==> config.mk <==
export PLATFORM = sky130hd
export DESIGN_NAME = csv_delimiter_scanner_top
export DESIGN_NICKNAME = d
export VERILOG_FILES = /design/src/rtl/csvds_pkg.sv /design/src/rtl/csvds_front.sv /design/src/rtl/csvds_queue.sv /design/src/rtl/csvds_back.sv /design/src/rtl/csv_delimiter_scanner_top.sv
export SDC_FILE = /design/constraint.sdc
export NUM_CORES = 1
export LEC_CHECK = 0
export BUFFER_PORTS_ARGS = -buffer_cell sky130_fd_sc_hd__buf_2
export CAP_MARGIN = 20
export CORE_MARGIN = 2
export CORE_UTILIZATION = 30
export DETAILED_ROUTE_END_ITERATION = 6
export GPL_TIMING_DRIVEN = 0
export REMOVE_ABC_BUFFERS = 1
export SETUP_SLACK_MARGIN = 0.02
export SLEW_MARGIN = 20
export SYNTH_ARGS = -nofsm -noshare
export SYNTH_HDL_FRONTEND = slang
export SYNTH_SLANG_ARGS = --single-unit
==> constraint.sdc <==
create_clock -name clk -period 9.95 [get_ports clk]
set_input_delay 0.4975 -clock clk [delete_from_list [all_inputs] [get_ports clk]]
set_output_delay 0.4975 -clock clk [all_outputs]
set_load 0.01 [all_outputs]
==> src/rtl/csvds_pkg.sv <==
// ----------------------------------------------------------------------------
// csvds_pkg
// Shared types, constants and helper functions of the CSV delimiter scanner.
// ----------------------------------------------------------------------------
`default_nettype none

package csvds_pkg;

  // Width of the internal byte, comma and row counters.
  localparam int COUNT_BITS = 32;

  // Depth of the queue between the front and the back part.
  localparam int Q_DEPTH = 2;
  localparam int Q_AW    = (Q_DEPTH > 1) ? $clog2(Q_DEPTH) : 1;

  // Characters that the scanner recognises.
  localparam logic [7:0] CH_QUOTE = 8'h22;
  localparam logic [7:0] CH_COMMA = 8'h2C;
  localparam logic [7:0] CH_LF    = 8'h0A;
  localparam logic [7:0] CH_CR    = 8'h0D;

  // Marker codes as reported on the result side.
  localparam logic [1:0] MK_NONE  = 2'd0;
  localparam logic [1:0] MK_COMMA = 2'd1;
  localparam logic [1:0] MK_BREAK = 2'd2;

  typedef logic [COUNT_BITS-1:0] count_t;

  // One input item.
  typedef struct packed {
    logic [7:0] byte_value;
    logic       last_byte;
  } in_item_t;

  // One result item.
  typedef struct packed {
    logic [1:0]  marker_kind;
    logic [31:0] marker_position;
    logic        scan_done;
    logic [31:0] row_count;
    logic [31:0] column_count;
    logic        unterminated_quote;
  } out_item_t;

  // A classified byte, handed from the front part to the back part.
  typedef struct packed {
    logic [1:0]  kind;
    logic [31:0] position;
    logic        last;
    logic        unterm;
  } class_item_t;

  // Saturating increment of a counter.
  function automatic count_t sat_inc(input count_t v);
    sat_inc = (v == '1) ? v : v + COUNT_BITS'(1);
  endfunction

  // Clamp a counter value to the 32-bit result fields.
  function automatic logic [31:0] clamp_out(input count_t v);
    logic [63:0] w;
    w = 64'(v);
    if (w > 64'h0000_0000_FFFF_FFFF) begin
      clamp_out = '1;
    end else begin
      clamp_out = w[31:0];
    end
  endfunction

endpackage

`default_nettype wire

==> src/rtl/csvds_front.sv <==
// ----------------------------------------------------------------------------
// csvds_front
// Accepts bytes, follows quoted sections and classifies each byte as a
// comma, a row break or neither, together with its byte position.
// ----------------------------------------------------------------------------
`default_nettype none

module csvds_front (
  input  wire logic                  clk,
  input  wire logic                  rst_n,
  input  wire logic                  take,
  input  wire csvds_pkg::in_item_t   item,
  output csvds_pkg::class_item_t     cls
);

  typedef enum logic [2:0] {
    QM_OUTSIDE = 3'd0,
    QM_OPENED  = 3'd1,
    QM_INSIDE  = 3'd2,
    QM_QSEEN   = 3'd3,
    QM_PAIR    = 3'd4
  } qmode_t;

  qmode_t                state_r, state_nxt;
  csvds_pkg::count_t     pos_r, pos_nxt;
  logic [1:0]            kind;
  logic                  is_quote, is_comma, is_break;

  assign is_quote = (item.byte_value == csvds_pkg::CH_QUOTE);
  assign is_comma = (item.byte_value == csvds_pkg::CH_COMMA);
  assign is_break = (item.byte_value == csvds_pkg::CH_LF) ||
                    (item.byte_value == csvds_pkg::CH_CR);

  // Quote state machine and byte classification.
  always_comb begin
    state_nxt = state_r;
    kind      = csvds_pkg::MK_NONE;
    unique case (state_r)
      QM_OPENED: state_nxt = is_quote ? QM_OUTSIDE : QM_INSIDE;
      QM_INSIDE: state_nxt = is_quote ? QM_QSEEN : QM_INSIDE;
      QM_PAIR:   state_nxt = is_quote ? QM_OUTSIDE : QM_INSIDE;
      QM_QSEEN: begin
        if (is_quote) begin
          state_nxt = QM_PAIR;
        end else begin
          // A lone quote closed the section; this byte counts as outside.
          state_nxt = QM_OUTSIDE;
          if (is_comma) begin
            kind = csvds_pkg::MK_COMMA;
          end else if (is_break) begin
            kind = csvds_pkg::MK_BREAK;
          end
        end
      end
      default: begin
        // Outside quotes, and the unused codes behave the same way.
        if (is_quote) begin
          state_nxt = QM_OPENED;
        end else begin
          state_nxt = QM_OUTSIDE;
          if (is_comma) begin
            kind = csvds_pkg::MK_COMMA;
          end else if (is_break) begin
            kind = csvds_pkg::MK_BREAK;
          end
        end
      end
    endcase
  end

  // Classified item for the queue.
  always_comb begin
    cls.kind     = kind;
    cls.position = csvds_pkg::clamp_out(pos_r);
    cls.last     = item.last_byte;
    cls.unterm   = (state_nxt == QM_OPENED) || (state_nxt == QM_INSIDE) ||
                   (state_nxt == QM_PAIR);
  end

  assign pos_nxt = csvds_pkg::sat_inc(pos_r);

  // State and byte position; the final byte starts a fresh file.
  always_ff @(posedge clk) begin
    if (!rst_n) begin
      state_r <= QM_OUTSIDE;
      pos_r   <= '0;
    end else if (take) begin
      if (item.last_byte) begin
        state_r <= QM_OUTSIDE;
        pos_r   <= '0;
      end else begin
        state_r <= state_nxt;
        pos_r   <= pos_nxt;
      end
    end
  end

endmodule

`default_nettype wire

==> src/rtl/csvds_queue.sv <==
// ----------------------------------------------------------------------------
// csvds_queue
// Short register queue that decouples the front part from the back part.
// ----------------------------------------------------------------------------
`default_nettype none

module csvds_queue (
  input  wire logic                    clk,
  input  wire logic                    rst_n,
  input  wire logic                    push,
  input  wire csvds_pkg::class_item_t  wr_item,
  output logic                         full,
  input  wire logic                    pop,
  output csvds_pkg::class_item_t       rd_item,
  output logic                         empty
);

  csvds_pkg::class_item_t        mem_r [csvds_pkg::Q_DEPTH];
  logic [csvds_pkg::Q_AW-1:0]    wr_ptr_r, rd_ptr_r;
  logic [csvds_pkg::Q_AW:0]      count_r;
  logic                          do_push, do_pop;

  assign full    = (count_r == (csvds_pkg::Q_AW+1)'(csvds_pkg::Q_DEPTH));
  assign empty   = (count_r == '0);
  assign do_push = push && !full;
  assign do_pop  = pop && !empty;
  assign rd_item = mem_r[rd_ptr_r];

  // Storage needs no reset.
  always_ff @(posedge clk) begin
    if (do_push) begin
      mem_r[wr_ptr_r] <= wr_item;
    end
  end

  // Pointers and fill count.
  always_ff @(posedge clk) begin
    if (!rst_n) begin
      wr_ptr_r <= '0;
      rd_ptr_r <= '0;
      count_r  <= '0;
    end else begin
      if (do_push) begin
        wr_ptr_r <= (wr_ptr_r == csvds_pkg::Q_AW'(csvds_pkg::Q_DEPTH - 1)) ?
                    '0 : wr_ptr_r + csvds_pkg::Q_AW'(1);
      end
      if (do_pop) begin
        rd_ptr_r <= (rd_ptr_r == csvds_pkg::Q_AW'(csvds_pkg::Q_DEPTH - 1)) ?
                    '0 : rd_ptr_r + csvds_pkg::Q_AW'(1);
      end
      if (do_push && !do_pop) begin
        count_r <= count_r + (csvds_pkg::Q_AW+1)'(1);
      end else if (do_pop && !do_push) begin
        count_r <= count_r - (csvds_pkg::Q_AW+1)'(1);
      end
    end
  end

endmodule

`default_nettype wire

==> src/rtl/csvds_back.sv <==
// ----------------------------------------------------------------------------
// csvds_back
// Counts commas per row, rows and the widest row, and builds result items
// in an output register.
// ----------------------------------------------------------------------------
`default_nettype none

module csvds_back (
  input  wire logic                    clk,
  input  wire logic                    rst_n,
  input  wire csvds_pkg::class_item_t  cls,
  input  wire logic                    cls_valid,
  output logic                         cls_pop,
  output csvds_pkg::out_item_t         out_item,
  output logic                         out_empty,
  input  wire logic                    out_pop
);

  csvds_pkg::count_t     commas_r, commas_nxt;
  csvds_pkg::count_t     widest_r, widest_nxt;
  csvds_pkg::count_t     rows_r, rows_nxt;
  csvds_pkg::count_t     cols_brk, cols_fin;
  csvds_pkg::out_item_t  res_r, res_nxt;
  logic                  valid_r;
  logic                  take;

  // The output register takes a new item whenever it is free or draining.
  assign take      = cls_valid && (!valid_r || out_pop);
  assign cls_pop   = take;
  assign out_empty = !valid_r;
  assign out_item  = res_r;

  // Counter update for one classified byte.
  always_comb begin
    commas_nxt = commas_r;
    widest_nxt = widest_r;
    rows_nxt   = rows_r;
    cols_brk   = csvds_pkg::sat_inc(commas_r);
    if (cls.kind == csvds_pkg::MK_COMMA) begin
      commas_nxt = cols_brk;
    end else if (cls.kind == csvds_pkg::MK_BREAK) begin
      if (cols_brk > widest_r) begin
        widest_nxt = cols_brk;
      end
      commas_nxt = '0;
      rows_nxt   = csvds_pkg::sat_inc(rows_r);
    end
  end

  // Summary for the final byte, taken after this byte's update.
  always_comb begin
    cols_fin = csvds_pkg::sat_inc(commas_nxt);
    if (widest_nxt > cols_fin) begin
      cols_fin = widest_nxt;
    end
    res_nxt.marker_kind        = cls.kind;
    res_nxt.marker_position    = cls.position;
    res_nxt.scan_done          = cls.last;
    res_nxt.row_count          = cls.last ? csvds_pkg::clamp_out(rows_nxt) : '0;
    res_nxt.column_count       = cls.last ? csvds_pkg::clamp_out(cols_fin) : '0;
    res_nxt.unterminated_quote = cls.last && cls.unterm;
  end

  // Result payload.
  always_ff @(posedge clk) begin
    if (take) begin
      res_r <= res_nxt;
    end
  end

  // Counters and output valid flag; the final byte restarts the counts.
  always_ff @(posedge clk) begin
    if (!rst_n) begin
      valid_r  <= 1'b0;
      commas_r <= '0;
      widest_r <= csvds_pkg::COUNT_BITS'(1);
      rows_r   <= csvds_pkg::COUNT_BITS'(1);
    end else begin
      if (take) begin
        valid_r <= 1'b1;
      end else if (out_pop) begin
        valid_r <= 1'b0;
      end
      if (take) begin
        if (cls.last) begin
          commas_r <= '0;
          widest_r <= csvds_pkg::COUNT_BITS'(1);
          rows_r   <= csvds_pkg::COUNT_BITS'(1);
        end else begin
          commas_r <= commas_nxt;
          widest_r <= widest_nxt;
          rows_r   <= rows_nxt;
        end
      end
    end
  end

endmodule

`default_nettype wire

==> src/rtl/csv_delimiter_scanner_top.sv <==
// ----------------------------------------------------------------------------
// csv_delimiter_scanner_top
// Quote-aware CSV delimiter scanner: one byte in, one result item out.
// ----------------------------------------------------------------------------
//
//   Channel   Ports                          Item
//   input     in_push / in_full / in_item    byte_value, last_byte
//   result    out_pop / out_empty / out_item marker, position, file summary
//
// One byte is accepted every cycle while in_full is low. A byte taken is
// written into the queue and then into the output register, from which its
// result item can be popped.
// The quote state machine in the front part updates once for each byte taken.
// Reset is synchronous and active low and empties the queue and output register.
// A stalled result side fills the output register and the two-entry queue.
// ----------------------------------------------------------------------------
`default_nettype none

module csv_delimiter_scanner_top (
  input  wire logic                  clk,
  input  wire logic                  rst_n,
  input  wire logic                  in_push,
  output logic                       in_full,
  input  wire csvds_pkg::in_item_t   in_item,
  output logic                       out_empty,
  input  wire logic                  out_pop,
  output csvds_pkg::out_item_t       out_item
);

  csvds_pkg::class_item_t  cls_wr, cls_rd;
  logic                    q_full, q_empty, q_pop;
  logic                    in_take;

  assign in_full = q_full;
  assign in_take = in_push && !q_full;

  // Front part: quote tracking and classification.
  csvds_front u_front (
    .clk   (clk),
    .rst_n (rst_n),
    .take  (in_take),
    .item  (in_item),
    .cls   (cls_wr)
  );

  // Queue between the two parts.
  csvds_queue u_queue (
    .clk     (clk),
    .rst_n   (rst_n),
    .push    (in_take),
    .wr_item (cls_wr),
    .full    (q_full),
    .pop     (q_pop),
    .rd_item (cls_rd),
    .empty   (q_empty)
  );

  // Back part: row and column counting and result register.
  csvds_back u_back (
    .clk       (clk),
    .rst_n     (rst_n),
    .cls       (cls_rd),
    .cls_valid (!q_empty),
    .cls_pop   (q_pop),
    .out_item  (out_item),
    .out_empty (out_empty),
    .out_pop   (out_pop)
  );

  // After reset no result item is waiting.
  a_reset_empty: assert property (@(posedge clk) !rst_n |=> out_empty)
    else $error("result waiting after reset");

  // Summary fields stay zero on items that do not end a file.
  a_summary_zero: assert property (@(posedge clk) disable iff (!rst_n)
    (!out_empty && !out_item.scan_done) |->
      (out_item.row_count == '0 && out_item.column_count == '0 &&
       !out_item.unterminated_quote))
    else $error("summary fields set before the final byte");

  // A finished file always reports at least one row and one column.
  a_summary_min: assert property (@(posedge clk) disable iff (!rst_n)
    (!out_empty && out_item.scan_done) |->
      (out_item.row_count != '0 && out_item.column_count != '0))
    else $error("empty summary on the final byte");

  // The first byte after a finished file sits at position zero.
  a_pos_restart: assert property (@(posedge clk) disable iff (!rst_n)
    (!out_empty && out_pop && out_item.scan_done) |=>
      (out_empty || out_item.marker_position == '0))
    else $error("byte position not restarted after the final byte");

endmodule

`default_nettype wire
==> results_dict.tcl <==
set metrics [dict create \
    cts_setup_buffers 0 \
    antenna_left 0 \
    synth_ff_type "edfxtp_1" \
    antenna_found_initial 1 \
    multi_input_area_um2 8930 \
    vias 14060 \
    wl_per_cell_um 18.48 \
    setup.worst_path.end_class "register" \
    finalWirelength_um 49190 \
    met3_usage_pct 3.138 \
    hold_viol_final 0 \
    p_comb_share_pct 52.4 \
    p_switching_uw 3215 \
    swShare_pct 46.92 \
    min_period_ns 9.528 \
    ctsResizeCount 0 \
    synthArstFlopShare_pct 0 \
    critPathLaunchType "register" \
    htree_levels 2 \
    synthToLayoutAreaGrowth_pct 16.23 \
    numClockSinks 309 \
    seq_area_frac_synth_pct 45.28 \
    coreArea_um2 57590 \
    arrival_ns 9.83 \
    yosys_warnings 0 \
    nFillCells 5789 \
    worst_path_max_delay_cell "o31a_1" \
    p_leak_uw 0.007155 \
    dp.cells 2592 \
    syn_avg_cell_area_um2 9.671 \
    synth-edff-count 172 \
    grt.overflow.total 0 \
    seq_area_um2 7911 \
    busiest_layer "met2" \
    nets 1948 \
    power.density_nw_per_um2 337.6 \
    antenna_cells 0 \
    p_total_uw 6853 \
    crit_family "compound AO/OA/AOI/OAI gates" \
    ir_drop_uv 652.3 \
    grt_pass1_wl_um 77200 \
    max_freq_mhz 104.9 \
    crit_required_ns 10.25 \
    std_cell_rows 88 \
    clock_latency_ns 0.57 \
    die_h_um 245.3 \
    fin_util_pct 35.25 \
    syn_inst 1806 \
    die_x_um 245.3 \
    cts_buffer_depth 3 \
    drive_gt1_share_pct 15.39 \
    first_global_vias 13540 \
    drv_cap 0 \
    met2_usage_pct 26.71 \
    dp_hpwl_um 34790 \
    worst_pin_slew_ns 1.012 \
    first_pass_iters 5 \
    drc 0 \
    grt_usage_pct 16.20 \
    setup_violations 0 \
    drtIter0Drc 1098 \
    path_class "reg -> reg" \
    slew_violations 0 \
    ys_ff_latch 309 \
    cts_tree "yes" \
    rsz0062_at_grt "no" \
    sequentialPowerShare_pct 26.4 \
    path_buf_inv 1 \
    start_util_pct 30.33 \
    die_area_um2 60160 \
    status "completed" \
    internal_power_uw 3638 \
    maxSlewHeadroom_pct 32.34 \
    io_pins 115 \
    clk_pin_slew_ns 0.06 \
    fin_skew_ns 0.02690 \
    cpMostUsedCell "a21o_1" \
    postCtsHoldBufs 0 \
    final_cells 2662 \
    cpPeakStageDelay_ns 0.75 \
    clkPwrFrac_pct 21.2 \
    hold_class "in -> reg" \
    grt_max_degree 77 \
    root_buffer "clkbuf_16" \
    cts_buffers 38 \
    crit_fanout 26 \
    synth_cell_types 92 \
    gr-usage-met1_pct 21.21 \
    viasPerCell 5.283 \
    finalCritPeriodShare_pct 95.76 \
    portBuffers 114 \
    syn-cell-area_um2 17470 \
    place_congestion 0.8958 \
]
## flip-flops by register name, indices dropped and copies added, names as in the netlist, 2 cells and up, named ones only
register	cells
u_back.commas_r	32
u_queue.count_r	2
u_back.out_item	100
u_front.state_r	3
u_queue.mem_r	72
u_back.rows_r	32
u_back.widest_r	32
u_front.pos_r	32
## per-layer routing
| layer | up-vias | wire, um |
|---|---|---|
| met5 | - | 13 |
| met4 | 2 | 1343 |
| met3 | 74 | 2856 |
| met2 | 395 | 23420 |
| met1 | 6819 | 21560 |
| li1 | 6773 | - |
## per-stage QoR
step                      setup slack (ns)  hold WS [ns]  cell area, um^2  setup TNS (ns)
after CTS                           0.6288        0.2304            20300               0
after global routing                0.1209        0.2625            20300               0
after floorplan                      1.000        0.4473            16940               0
after detailed placement            0.6348        0.4981            18980               0
final                               0.4215        0.2820            20300               0
after global placement              -6.575        0.4800            18470        -1078.02
## cell usage in the layout (no fill, tap or decap), types with 48 or more instances in the layout
cell type and instances:
xor2_1 48, o21ai_0 53, a22oi_1 62, a21oi_1 94, buf_2 113, nor2b_1 97
nand3_1 61, ha_1 68, nor3_1 51, nor2_1 148, dfxtp_1 136, edfxtp_1 172
xnor2_1 64, nand2_1 163
## layout make-up
class	count	area share, %
Multi-Input combinational cell	1337	43.99
Timing Repair Buffer	132	4.906
Clock buffer	53	5.313
Clock inverter	17	1.171
Inverter	49	0.9307
Sequential cell	309	38.97
Tap cell	765	4.715
## Yosys cell counts (17+ instances only)
| library cell | count | area (um^2) |
|---|---|---|
| o31ai_1 | 18 | 135.1 |
| ha_1 | 68 | 850.8 |
| nor3_1 | 52 | 260.3 |
| mux2_2 | 43 | 484.2 |
| nand3_1 | 61 | 305.3 |
| xor2_1 | 48 | 420.4 |
| o21ai_0 | 53 | 265.3 |
| dfxtp_1 | 137 | 2743 |
| a22oi_1 | 62 | 465.5 |
| a21o_1 | 17 | 127.6 |
| inv_1 | 48 | 180.2 |
| edfxtp_1 | 172 | 5165 |
| nor2_1 | 150 | 563.0 |
| a211oi_1 | 17 | 127.6 |
| buf_2 | 26 | 130.1 |
| nand4_1 | 47 | 294.0 |
| or3_1 | 23 | 143.9 |
| and2_1 | 32 | 200.2 |
| nor2b_1 | 97 | 606.8 |
| xnor2_1 | 64 | 560.5 |
| and3_1 | 21 | 131.4 |
| clkbuf_1 | 65 | 244.0 |
| nand2_1 | 164 | 615.6 |
| a21oi_1 | 94 | 470.5 |
| nor4_1 | 17 | 106.4 |
## power by group through the flow
stage / registers, uW / clock network [uW] / logic, uW
detailed placement: 1840 / 0 / 3560
CTS: 1820 / 1500 / 3570
global placement: 1860 / 0 / 3320
global route: 1840 / 1550 / 3810
finish: 1810 / 1460 / 3590
floorplan: 1920 / 0 / 2000
## worst paths after layout
| kind | startpoint | to | slack (ns) | cells after the start |
|---|---|---|---|---|
| setup / recovery | u_back.commas_r[0] | u_back.out_item[14] | 0.42 | 28 |
| hold / removal | in_item[0] | u_queue.mem_r[0][1] | 0.28 | 1 |
| setup reg to reg | u_back.commas_r[0] | u_back.out_item[14] | 0.42 | 28 |
| hold reg to reg | u_front.pos_r[23] | u_queue.mem_r[0][25] | 0.51 | 0 |
## worst register-to-register path, delay by kind of cell, from the launching register on
kind	cells	cell delay, ns
adder cells (fa/ha/maj)	3	0.89
AO/OA/AOI/OAI	13	4.07
buffers and inverters	1	0.24
AND/OR/NAND/NOR	10	3.25
flip-flops	1	0.44
XOR/XNOR	1	0.40
## cells by family after synthesis
family,after synthesis,share of synthesized area (%)
AO/OA/AOI/OAI,374,14.75
XOR/XNOR,112,5.616
adder cells (fa/ha/maj),69,4.936
buffers and inverters,160,4.040
flip-flops,309,45.28
multiplexers,55,3.489
AND/OR/NAND/NOR,727,21.89
Power figures use the tool's default switching activity.
